File: src/sv/rwf_pkg.sv
package rwf_pkg;

   // register defaults
   localparam logic [11:0] FRONT_BLOCK_RESET = 12'd350;
   localparam logic [11:0] WALL_SEEN_RESET   = 12'd500;
   localparam logic [11:0] TARGET_WALL_RESET = 12'd250;
   localparam logic [9:0]  DEADBAND_RESET    = 10'd20;
   localparam logic [15:0] STEER_GAIN_RESET  = 16'd512;
   localparam logic [11:0] MAX_STEER_RESET   = 12'd1000;
   localparam logic [9:0]  CRUISE_RESET      = 10'd200;
   localparam logic [11:0] SPIN_RESET        = 12'd500;

   // register indexes
   localparam logic [2:0] REG_FRONT_BLOCK = 3'd0;
   localparam logic [2:0] REG_WALL_SEEN   = 3'd1;
   localparam logic [2:0] REG_TARGET_WALL = 3'd2;
   localparam logic [2:0] REG_DEADBAND    = 3'd3;
   localparam logic [2:0] REG_STEER_GAIN  = 3'd4;
   localparam logic [2:0] REG_MAX_STEER   = 3'd5;
   localparam logic [2:0] REG_CRUISE      = 3'd6;
   localparam logic [2:0] REG_SPIN        = 3'd7;

   // default tuning for the top level parameters
   localparam int PRE_COMMIT_MM_DEF      = 150;
   localparam int POST_COMMIT_MM_DEF     = 300;
   localparam int QUARTER_TURN_MRAD_DEF  = 1571;
   localparam int ANGLE_TOL_MRAD_DEF     = 50;
   localparam int SLOW_THRESH_MRAD_S_DEF = 300;
   localparam int SLOW_FACTOR_Q8_DEF     = 128;

   // commit distances stay below 2**DIST_W mm
   localparam int DIST_W = 12;

   // mode codes as seen on the result port
   localparam logic [2:0] MODE_DECIDE_CODE  = 3'd0;
   localparam logic [2:0] MODE_FORWARD_CODE = 3'd1;
   localparam logic [2:0] MODE_RIGHT_CODE   = 3'd2;
   localparam logic [2:0] MODE_LEFT_CODE    = 3'd3;
   localparam logic [2:0] MODE_HALF_CODE    = 3'd4;
   localparam logic [2:0] MODE_PRE_CODE     = 3'd5;
   localparam logic [2:0] MODE_POST_CODE    = 3'd6;

   typedef enum logic [6:0] {
      ST_DECIDE  = 7'b0000001,
      ST_FORWARD = 7'b0000010,
      ST_RIGHT   = 7'b0000100,
      ST_LEFT    = 7'b0001000,
      ST_HALF    = 7'b0010000,
      ST_PRE     = 7'b0100000,
      ST_POST    = 7'b1000000
   } rwf_mode_type;

   typedef struct packed {
      logic [11:0] front_block_mm;
      logic [11:0] wall_seen_mm;
      logic [11:0] target_wall_mm;
      logic [9:0]  deadband_mm;
      logic [15:0] steer_gain_q8;
      logic [11:0] max_steer_mrad_s;
      logic [9:0]  cruise_mm_s;
      logic [11:0] spin_mrad_s;
   } rwf_cfg_type;

   // forward-driving command worked out from the right range
   typedef struct packed {
      logic               wall_r;
      logic [9:0]         speed;
      logic signed [12:0] rate;
   } rwf_steer_type;

   // decoded item held between the two register stages
   typedef struct packed {
      logic               path_open;
      logic               wall_l;
      logic               quarter_hit;
      logic               half_hit;
      rwf_steer_type      steer;
      logic signed [15:0] pos_x;
      logic signed [15:0] pos_y;
   } rwf_item_type;

endpackage

File: src/sv/rwf_steer.sv
module rwf_steer #(
   parameter int SLOW_THRESH_MRAD_S = rwf_pkg::SLOW_THRESH_MRAD_S_DEF,
   parameter int SLOW_FACTOR_Q8     = rwf_pkg::SLOW_FACTOR_Q8_DEF
) (
   input  rwf_pkg::rwf_cfg_type   cfg,
   input  logic [13:0]            right_range,
   output rwf_pkg::rwf_steer_type steer
);
   import rwf_pkg::*;

   localparam logic [11:0] SLOW_THRESH = 12'(SLOW_THRESH_MRAD_S);
   localparam logic [8:0]  SLOW_FACTOR = 9'(SLOW_FACTOR_Q8);

   logic               wall_r;
   logic signed [14:0] err;
   logic [14:0]        err_abs_full;
   logic [13:0]        err_abs;
   logic               err_pos;
   logic               steer_on;
   logic [29:0]        gain_prod;
   logic [30:0]        gain_round;
   logic [22:0]        mag_raw;
   logic [11:0]        mag;
   logic [12:0]        mag_neg;
   logic [18:0]        slow_prod;
   logic               slow;

   // signed distance error against the target
   assign wall_r       = right_range < {2'b00, cfg.wall_seen_mm};
   assign err          = $signed({1'b0, right_range}) - $signed({3'b000, cfg.target_wall_mm});
   assign err_abs_full = err[14] ? 15'(-err) : 15'(err);
   assign err_abs      = err_abs_full[13:0];
   assign err_pos      = !err[14] && (err != 15'sd0);
   assign steer_on     = wall_r && (err_abs > {4'b0000, cfg.deadband_mm});

   // proportional term, rounded, then saturated
   assign gain_prod  = {14'd0, cfg.steer_gain_q8} * {16'd0, err_abs};
   assign gain_round = {1'b0, gain_prod} + 31'd128;
   assign mag_raw    = gain_round[30:8];
   assign mag        = (mag_raw > {11'd0, cfg.max_steer_mrad_s}) ?
                       cfg.max_steer_mrad_s : mag_raw[11:0];
   assign mag_neg    = 13'(-{1'b0, mag});
   assign slow       = mag > SLOW_THRESH;

   // reduced speed for large corrections
   assign slow_prod = {9'd0, cfg.cruise_mm_s} * {10'd0, SLOW_FACTOR};

   always_comb begin
      steer.wall_r = wall_r;
      steer.speed  = cfg.cruise_mm_s;
      steer.rate   = 13'sd0;
      if (steer_on) begin
         steer.rate = err_pos ? $signed(mag_neg) : $signed({1'b0, mag});
         if (slow) begin
            steer.speed = slow_prod[17:8];
         end
      end
   end

endmodule

File: src/sv/right_wall_follower_controller.sv
// Right-wall-following controller: takes one sensor item (ranges, position, angle turned)
// per clock and returns one command item (speed, turn rate, mode after the step) for it.
// An accepted item is decoded and its steering product formed in front of the stage
// register; from the stage register the mode update and the squared commit distance are
// worked out and loaded into the result register, from which the result is offered.
// Sustained rate is one item per clock, limited only by the result side taking items;
// while a finished result waits the stage register can still take one more item, after
// which the input stalls. The user must write registers through the csr port only
// while no item is in flight; the block itself does not enforce this.
module right_wall_follower_controller #(
   parameter int PRE_COMMIT_MM      = rwf_pkg::PRE_COMMIT_MM_DEF,
   parameter int POST_COMMIT_MM     = rwf_pkg::POST_COMMIT_MM_DEF,
   parameter int QUARTER_TURN_MRAD  = rwf_pkg::QUARTER_TURN_MRAD_DEF,
   parameter int ANGLE_TOL_MRAD     = rwf_pkg::ANGLE_TOL_MRAD_DEF,
   parameter int SLOW_THRESH_MRAD_S = rwf_pkg::SLOW_THRESH_MRAD_S_DEF,
   parameter int SLOW_FACTOR_Q8     = rwf_pkg::SLOW_FACTOR_Q8_DEF
) (
   input  logic               clock,
   input  logic               reset,
   input  logic               csr_we,
   input  logic [2:0]         csr_index,
   input  logic [15:0]        csr_wdata,
   input  logic               req_valid,
   output logic               req_ready,
   input  logic [13:0]        req_front_range,
   input  logic [13:0]        req_left_range,
   input  logic [13:0]        req_right_range,
   input  logic signed [15:0] req_pos_x,
   input  logic signed [15:0] req_pos_y,
   input  logic signed [12:0] req_angle_turned,
   output logic               rsp_valid,
   input  logic               rsp_ready,
   output logic [9:0]         rsp_linear_speed,
   output logic signed [12:0] rsp_turn_rate,
   output logic [2:0]         rsp_mode_now
);
   import rwf_pkg::*;

   localparam int          QUARTER_DONE = QUARTER_TURN_MRAD - ANGLE_TOL_MRAD;
   localparam int          HALF_DONE    = 2 * QUARTER_TURN_MRAD - ANGLE_TOL_MRAD;
   localparam bit          QUARTER_NEG  = (QUARTER_DONE <= 0);
   localparam bit          HALF_NEG     = (HALF_DONE <= 0);
   localparam logic [12:0] QUARTER_LIM  = 13'(QUARTER_DONE);
   localparam logic [12:0] HALF_LIM     = 13'(HALF_DONE);
   localparam logic [2*DIST_W-1:0] PRE_SQ  = (2*DIST_W)'(PRE_COMMIT_MM * PRE_COMMIT_MM);
   localparam logic [2*DIST_W-1:0] POST_SQ = (2*DIST_W)'(POST_COMMIT_MM * POST_COMMIT_MM);

   rwf_cfg_type        cfg_ff;
   rwf_cfg_type        cfg_in;
   rwf_steer_type      steer;
   rwf_item_type       item_in;
   rwf_item_type       item_ff;
   logic               in_valid_ff;
   logic               in_valid_in;
   logic               out_valid_ff;
   logic               out_valid_in;
   logic               accept;
   logic               advance;
   rwf_mode_type       mode_ff;
   rwf_mode_type       mode_in;
   logic signed [15:0] start_x_ff;
   logic signed [15:0] start_x_in;
   logic signed [15:0] start_y_ff;
   logic signed [15:0] start_y_in;
   logic [9:0]         speed_ff;
   logic [9:0]         speed_in;
   logic signed [12:0] rate_ff;
   logic signed [12:0] rate_in;
   logic [2:0]         code_ff;
   logic [2:0]         code_in;
   logic [13:0]        ang_neg;
   logic [12:0]        ang_abs;
   logic signed [16:0] dx;
   logic signed [16:0] dy;
   logic [16:0]        dx_abs;
   logic [16:0]        dy_abs;
   logic [2*DIST_W-1:0] dx_sq;
   logic [2*DIST_W-1:0] dy_sq;
   logic [2*DIST_W:0]   dist_sq;
   logic               far;
   logic               pre_reached;
   logic               post_reached;

   // register writes
   always_comb begin
      cfg_in = cfg_ff;
      if (csr_we) begin
         case (csr_index)
            REG_FRONT_BLOCK: cfg_in.front_block_mm   = csr_wdata[11:0];
            REG_WALL_SEEN:   cfg_in.wall_seen_mm     = csr_wdata[11:0];
            REG_TARGET_WALL: cfg_in.target_wall_mm   = csr_wdata[11:0];
            REG_DEADBAND:    cfg_in.deadband_mm      = csr_wdata[9:0];
            REG_STEER_GAIN:  cfg_in.steer_gain_q8    = csr_wdata;
            REG_MAX_STEER:   cfg_in.max_steer_mrad_s = csr_wdata[11:0];
            REG_CRUISE:      cfg_in.cruise_mm_s      = csr_wdata[9:0];
            REG_SPIN:        cfg_in.spin_mrad_s      = csr_wdata[11:0];
            default: begin
            end
         endcase
      end
   end

   // handshake between the stage register and the result register
   assign advance      = in_valid_ff && (!out_valid_ff || rsp_ready);
   assign req_ready    = !in_valid_ff || advance;
   assign accept       = req_valid && req_ready;
   assign in_valid_in  = accept ? 1'b1 : (advance ? 1'b0 : in_valid_ff);
   assign out_valid_in = advance ? 1'b1 : (rsp_ready ? 1'b0 : out_valid_ff);

   rwf_steer #(
      .SLOW_THRESH_MRAD_S(SLOW_THRESH_MRAD_S),
      .SLOW_FACTOR_Q8    (SLOW_FACTOR_Q8)
   ) u_steer (
      .cfg        (cfg_ff),
      .right_range(req_right_range),
      .steer      (steer)
   );

   // decode of the incoming item
   assign ang_neg = 14'(-{req_angle_turned[12], req_angle_turned});
   assign ang_abs = req_angle_turned[12] ? ang_neg[12:0] : req_angle_turned;

   always_comb begin
      item_in.path_open   = req_front_range > {2'b00, cfg_ff.front_block_mm};
      item_in.wall_l      = req_left_range < {2'b00, cfg_ff.wall_seen_mm};
      item_in.quarter_hit = QUARTER_NEG || (ang_abs >= QUARTER_LIM);
      item_in.half_hit    = HALF_NEG || (ang_abs >= HALF_LIM);
      item_in.steer       = steer;
      item_in.pos_x       = req_pos_x;
      item_in.pos_y       = req_pos_y;
   end

   // squared distance from the commit start point
   assign dx     = {item_ff.pos_x[15], item_ff.pos_x} - {start_x_ff[15], start_x_ff};
   assign dy     = {item_ff.pos_y[15], item_ff.pos_y} - {start_y_ff[15], start_y_ff};
   assign dx_abs = dx[16] ? 17'(-dx) : 17'(dx);
   assign dy_abs = dy[16] ? 17'(-dy) : 17'(dy);
   assign far    = (|dx_abs[16:DIST_W]) || (|dy_abs[16:DIST_W]);
   assign dx_sq  = dx_abs[DIST_W-1:0] * dx_abs[DIST_W-1:0];
   assign dy_sq  = dy_abs[DIST_W-1:0] * dy_abs[DIST_W-1:0];
   assign dist_sq = {1'b0, dx_sq} + {1'b0, dy_sq};
   assign pre_reached  = far || (dist_sq >= {1'b0, PRE_SQ});
   assign post_reached = far || (dist_sq >= {1'b0, POST_SQ});

   // mode update and command for the staged item
   always_comb begin
      mode_in    = mode_ff;
      start_x_in = start_x_ff;
      start_y_in = start_y_ff;
      speed_in   = 10'd0;
      rate_in    = 13'sd0;
      case (mode_ff)
         ST_DECIDE: begin
            if (item_ff.wall_l && !item_ff.steer.wall_r) begin
               mode_in = ST_HALF;
            end else if (!item_ff.steer.wall_r) begin
               start_x_in = item_ff.pos_x;
               start_y_in = item_ff.pos_y;
               mode_in    = ST_PRE;
            end else if (!item_ff.path_open) begin
               mode_in = ST_LEFT;
            end else begin
               mode_in = ST_FORWARD;
            end
         end
         ST_FORWARD: begin
            speed_in = item_ff.steer.speed;
            rate_in  = item_ff.steer.rate;
            if (!item_ff.path_open || !item_ff.steer.wall_r) begin
               mode_in = ST_DECIDE;
            end
         end
         ST_RIGHT: begin
            if (item_ff.quarter_hit) begin
               start_x_in = item_ff.pos_x;
               start_y_in = item_ff.pos_y;
               mode_in    = ST_POST;
            end else begin
               rate_in = $signed(13'(-{1'b0, cfg_ff.spin_mrad_s}));
            end
         end
         ST_LEFT: begin
            if (item_ff.quarter_hit) begin
               mode_in = ST_DECIDE;
            end else begin
               rate_in = $signed({1'b0, cfg_ff.spin_mrad_s});
            end
         end
         ST_HALF: begin
            if (item_ff.half_hit) begin
               mode_in = ST_FORWARD;
            end else begin
               rate_in = $signed({1'b0, cfg_ff.spin_mrad_s});
            end
         end
         ST_PRE: begin
            if (pre_reached) begin
               mode_in = ST_RIGHT;
            end else begin
               speed_in = cfg_ff.cruise_mm_s;
            end
         end
         ST_POST: begin
            if (post_reached) begin
               mode_in = ST_DECIDE;
            end else begin
               speed_in = cfg_ff.cruise_mm_s;
            end
         end
         default: begin
            mode_in = ST_DECIDE;
         end
      endcase
   end

   // mode code for the result
   always_comb begin
      case (mode_in)
         ST_DECIDE:  code_in = MODE_DECIDE_CODE;
         ST_FORWARD: code_in = MODE_FORWARD_CODE;
         ST_RIGHT:   code_in = MODE_RIGHT_CODE;
         ST_LEFT:    code_in = MODE_LEFT_CODE;
         ST_HALF:    code_in = MODE_HALF_CODE;
         ST_PRE:     code_in = MODE_PRE_CODE;
         ST_POST:    code_in = MODE_POST_CODE;
         default:    code_in = MODE_DECIDE_CODE;
      endcase
   end

   // control and state registers
   always_ff @(posedge clock) begin
      if (reset) begin
         cfg_ff.front_block_mm   <= FRONT_BLOCK_RESET;
         cfg_ff.wall_seen_mm     <= WALL_SEEN_RESET;
         cfg_ff.target_wall_mm   <= TARGET_WALL_RESET;
         cfg_ff.deadband_mm      <= DEADBAND_RESET;
         cfg_ff.steer_gain_q8    <= STEER_GAIN_RESET;
         cfg_ff.max_steer_mrad_s <= MAX_STEER_RESET;
         cfg_ff.cruise_mm_s      <= CRUISE_RESET;
         cfg_ff.spin_mrad_s      <= SPIN_RESET;
         in_valid_ff  <= 1'b0;
         out_valid_ff <= 1'b0;
         mode_ff      <= ST_FORWARD;
         start_x_ff   <= 16'sd0;
         start_y_ff   <= 16'sd0;
      end else begin
         cfg_ff       <= cfg_in;
         in_valid_ff  <= in_valid_in;
         out_valid_ff <= out_valid_in;
         if (advance) begin
            mode_ff    <= mode_in;
            start_x_ff <= start_x_in;
            start_y_ff <= start_y_in;
         end
      end
   end

   // payload registers
   always_ff @(posedge clock) begin
      if (accept) begin
         item_ff <= item_in;
      end
      if (advance) begin
         speed_ff <= speed_in;
         rate_ff  <= rate_in;
         code_ff  <= code_in;
      end
   end

   assign rsp_valid        = out_valid_ff;
   assign rsp_linear_speed = speed_ff;
   assign rsp_turn_rate    = rate_ff;
   assign rsp_mode_now     = code_ff;

`ifndef SYNTH
   // a staged item that cannot move on stays staged
   a_stage_held: assert property (@(posedge clock) disable iff (reset)
      in_valid_ff && !advance |=> in_valid_ff)
      else $error("staged item dropped");

   // commanded speed never exceeds cruise
   a_speed_cap: assert property (@(posedge clock) disable iff (reset)
      rsp_valid |-> rsp_linear_speed <= cfg_ff.cruise_mm_s)
      else $error("speed above cruise");

   // in-place turns do not drive forward
   a_turn_still: assert property (@(posedge clock) disable iff (reset)
      rsp_valid && (rsp_mode_now == MODE_RIGHT_CODE || rsp_mode_now == MODE_LEFT_CODE ||
                    rsp_mode_now == MODE_HALF_CODE) |-> rsp_linear_speed == 10'd0)
      else $error("speed during in-place turn");

   // pre-turn commit drives straight
   a_pre_straight: assert property (@(posedge clock) disable iff (reset)
      rsp_valid && rsp_mode_now == MODE_PRE_CODE |-> rsp_turn_rate == 13'sd0)
      else $error("turn rate during pre-turn commit");
`endif

endmodule
File: config.mk
export PLATFORM = sky130hd
export DESIGN_NAME = right_wall_follower_controller
export DESIGN_NICKNAME = d
export VERILOG_FILES = /design/src/sv/rwf_pkg.sv /design/src/sv/rwf_steer.sv /design/src/sv/right_wall_follower_controller.sv
export SDC_FILE = /design/constraint.sdc
export NUM_CORES = 2
export LEC_CHECK = 0
export BUFFER_PORTS_ARGS = -buffer_cell sky130_fd_sc_hd__clkbuf_2
export CAP_MARGIN = 20
export CORE_MARGIN = 5
export CORE_UTILIZATION = 30
export CTS_BUF_LIST = sky130_fd_sc_hd__clkbuf_16
export DETAILED_ROUTE_END_ITERATION = 8
export REMOVE_ABC_BUFFERS = 1
export SLEW_MARGIN = 20
export SYNTH_ARGS = -nofsm -noshare
export SYNTH_HDL_FRONTEND = slang
export SYNTH_HIERARCHICAL = 1
export SYNTH_SLANG_ARGS = --single-unit
File: constraint.sdc
create_clock -name clock -period 22.2 [get_ports clock]
set_input_delay 2.22 -clock clock [delete_from_list [all_inputs] [get_ports clock]]
set_output_delay 2.22 -clock clock [all_outputs]
set_load 0.03 [all_outputs]
======== After elaboration in Yosys (flattened, before gate mapping) ========
Index checks and enable logic that the tools add are counted.
cells by class
  multipliers ............................. 3
  mux-type cells .......................... 38
  $add $sub $neg .......................... 11
  magnitude comparators ................... 10
  reduce and logical (&&, ||, !) cells .... 33
  equal/unequal tests ..................... 23
operators with widths
  kind                   count
  $mux 16                6
  $pmux 16 s2            2
  $pmux 13 s4            1
  $pmux 7 s7             1
  $mul 12x12->24         2
  $mux 7                 6
  $mux 13                3
  $mux 12                3
  $mux 17                2
  $neg 17->17            2
  $sub 16x16->17         2
  $add 30x8->31 const B  1
  $mul 16x14->30         1
  $mux 10                3
  $pmux 10 s3            1
  $lt 14x12->1           2
  $neg 12->13            2
  $add 24x24->25         1
  $ge 25x15->1 const B   1
  $ge 25x17->1 const B   1
  $gt 23x12->1           1
  $mux 23                1
  $pmux 3 s6             1
  $reduce_and 2->1       9
  31 further kinds       63
storage, ports and cells
  bits of input ports ..................... 111
  register bits after elaboration ......... 223
  logic and storage cells ................. 144
  output and inout port bits .............. 28

======== Logic depth before layout (Yosys ltp) ========
  depth after elaboration ................. 11
  mapped depth ............................ 55
  mapped depth without buffers ............ 51

======== Modules after synthesis ========
Netlist, hierarchy kept.
modules (own cells, without submodules)
  module                          sequential area each (um^2)  cells each  area each (um^2)  times used
  right_wall_follower_controller  5325.1                       2336        20417.1           1
  rwf_steer                       0.0                          1375        10866.7           1

======== Worst setup path before layout ========
Ideal clock, no wire load.
  kind .................................... input-to-reg
  start ................................... in req_right_range[0]
  end ..................................... reg item_ff[46] (netlist bit) (data pin)
  cell stages on the path ................. 50
  setup slack ............................. 8.454 ns
  buffers on the path ..................... 4
  required time ........................... 21.940 ns
  library setup time ...................... 0.260 ns
  data arrival time ....................... 13.486 ns
  path through ............................ inv_1 -> ha_1 -> fa_1 -> and2b_1 -> o21a_1 -> nor2_1 -> xnor2_1 -> or4_1 -> o21ai_0 -> xnor3_1 -> clkbuf_1 -> nand2_1 -> fa_1 -> fa_1 -> fa_1 -> inv_1 -> fa_1 -> fa_1 -> (+14 left out) -> nor2_1 -> o21a_1 -> o31ai_1 -> a21oi_1 -> or4_1 -> or3_1 -> nor4_2 -> nand4_2 -> clkbuf_1 -> mux2i_1 -> ha_1 -> clkbuf_1 -> inv_1 -> a31o_2 -> nand2_1 -> a21oi_1 -> o211ai_4 -> mux2_2
RTL lines
  what                    RTL line                               source
  start: declaration      right_wall_follower_controller.sv:27   input logic [13:0] req_right_range,
  end signal: assignment  right_wall_follower_controller.sv:261  item_ff <= item_in;
  end: declaration        right_wall_follower_controller.sv:52   rwf_item_type item_ff;

==> metrics <==
Vias 25,620; total gr overflow 0; antenna violations before repair 4; max-cap violations 0; cell taking the most area after synthesis fa_1; vias in the first global route 25,728; worst r2r src cfg_ff[61]$_SDFFE_PP1P_; Worst-Skew Late Latency 590 ps; Setup violations, final 0; dpl hpwl 69,410 um; CP peak stage delay 820 ps; Slew HR 29.76%; largest net degree at the start of global routing 78; total track usage 15.32%; mean area per synthesized cell 8.430 um^2; Core ar. 103,500 um^2; top cell type's share of synthesized area 24.00%; max-slew violation count 0; first-pass GRT wire length 139,600 um; Tmin final 14,790 ps; most frequent cells in the layout inv_1, nand2_1, fa_1; Syn Inst Count 3,711; vias per std cell 4.946; Synth async-reset ratio 0%; Buffers on Ports 138; mapped cell area 31,280 um^2; Post-CTS Setup Inserts 0; Root Buffer clkbuf_16; WHS Path Cells 2; Hold Path Origin start_y_ff[12]$_SDFFE_PP0P_; number of synthesized flops with an enable pin 86; Antenna Nets Post-Route 0; Hold WS 453.9 ps; worst-path fanout max 25; Critical Path Sink Type flip-flop; final hold vios 0; Final #Nets 4,578; FP Rows 118; Die ar. 110,800 um^2; Fmax achieved 67.62 MHz; Yosys reg bits 223; wire per inst 16.69 um; Netlist cell types 100; PostCTS Resize Cnt 0; sequential-to-total area share from yosys stat 17.02%; CP Class in -> reg; worst reg-to-reg path cell count 46; 1st-iter DRT viols 1,731; clock transition at the registers of the reported paths 60 ps; cell mode on critical path fa_1; terminus of the critical flop-to-flop path item_ff[49]$_DFFE_PP_; I/O pin cnt 139; most common cell after layout, fill and taps aside inv_1; H-tree depth 1; Max stage delay cell, worst path xnor3_1; die height 332.9 um; status complete, no violations; TritonCTS clock tree built; Post-Route WL 86,460 um; layout cells sized above 1 8.079%; period utilization 66.62%; drt pass-1 iters 6; Antenna diodes 0; Top FF cell, synth dfxtp_1; Sink Count 223; final setup TNS 0 ps; setup repair after global routing missed its margin no; worst hold path class reg -> reg; worst reg2reg setup slack 8820 ps; CP arrival 15,110 ps; WHS Endpoint start_y_ff[12]$_SDFFE_PP0P_; Initial Utilization 30.23%; Placer Congestion 0.9331; Least-Margin Pin Slew 1051 ps; Worst Path Required 22,520 ps; area delta synth->final 9.687%; final setup skew 19.18 ps; CP Launch Type input port; Ys Warns 6; drt drc 0; die width 332.9 um; synth top area cells fa_1, ha_1, dfxtp_1; TritonCTS Buffers 27; Max Root-Sink Buffers 3; Post-CTS Hold Fix Bufs 0
==> state kept, by name (all words and copies together), names as in the netlist <==
register	count
rsp_mode_now	3
rsp_linear_speed	10
in_valid_ff	1
start_x_ff	16
rsp_valid	1
cfg_ff	96
start_y_ff	16
item_ff	60
mode_ff	7
rsp_turn_rate	13
==> final cells by class <==
type,count,area (um^2)
Timing Repair Buffer,181,1016
Clock buffer,27,675.6
Inverter,632,2372
Sequential cell,223,5325
Fill cell,10838,69180
Tap cell,1380,1727
Clock inverter,23,172.7
Multi-Input combinational cell,2714,23030
==> routing by layer <==
layer	share of wire, %	routed length [um]	up-vias	track usage (%)
met1	44	38050	12560	20.27
met5	0	0	-	0
met4	2.0	1688	0	2.798
met3	4.7	4050	106	1.659
li1	-	-	12373	-
met2	49	42670	581	27.36
==> critical path, delay by kind of cell <==
kind	cells	cell delay [ps]
and+or+nand+nor	16	4060
xor gates and xnor gates	3	1360
muxes	2	790
adders and majority gates	11	4710
buffers and inverters	6	380
AOI/OAI and AO/OA	9	1530
==> per-stage QoR <==
stage / setup slack, ps / util [%] / instance area [um^2] / cells
2_1_floorplan: 8534 / - / 30690 / 3569
3_3_place_gp: 7093 / 32.33 / 33460 / 5130
3_5_place_dp: 6877 / 32.33 / 33460 / 5130
4_1_cts: 7469 / 33.15 / 34310 / 5180
5_1_grt: 6506 / 33.15 / 34310 / 5180
6_report: 7411 / 33.15 / 34310 / 5180
==> cells by family (layout without fill, tap and decap cells) <==
family | count (synthesis) | in the layout | synth area share [%]
buf+inv | 774 | 863 | 9.471
simple gates | 1235 | 1235 | 18.97
mux | 42 | 42 | 1.408
fa+ha+maj | 688 | 688 | 36.52
xor+xnor | 121 | 121 | 3.432
flops | 223 | 223 | 17.02
compound gates | 628 | 628 | 13.18
==> synth_stat cells (16+ instances only) <==
cell	count
nor2b_1	38
mux2i_1	26
nor3_1	69
nand3_1	56
nand4_1	33
nand2_1	487
clkbuf_1	112
ha_1	313
or3_1	22
dfxtp_1	137
or2_2	29
and2_1	100
o21ai_0	94
o21a_1	20
a221o_1	16
a211oi_1	21
nor2_1	245
o211ai_1	18
xnor2_1	72
fa_1	375
nor4_1	25
xor2_1	48
nand2b_1	35
edfxtp_1	86
a31oi_1	24
a21oi_1	229
a21o_1	36
inv_1	630
==> worst max path at each step <==
| stage | start | end | cells past startpoint |
|---|---|---|---|
| 2_1_floorplan | req_right_range[0] | item_ff[46]$_DFFE_PP_ | 45 |
| 3_3_place_gp | req_right_range[0] | item_ff[53]$_DFFE_PP_ | 47 |
| 3_5_place_dp | req_right_range[0] | item_ff[52]$_DFFE_PP_ | 47 |
| 4_1_cts | req_right_range[0] | item_ff[52]$_DFFE_PP_ | 47 |
| 5_1_grt | req_right_range[0] | item_ff[46]$_DFFE_PP_ | 47 |
| 6_report | req_right_range[0] | item_ff[49]$_DFFE_PP_ | 47 |
Power is left out: the tool's default activity adds up to more than one toggle a clock period on the data nets, which glitch-free logic cannot reach.
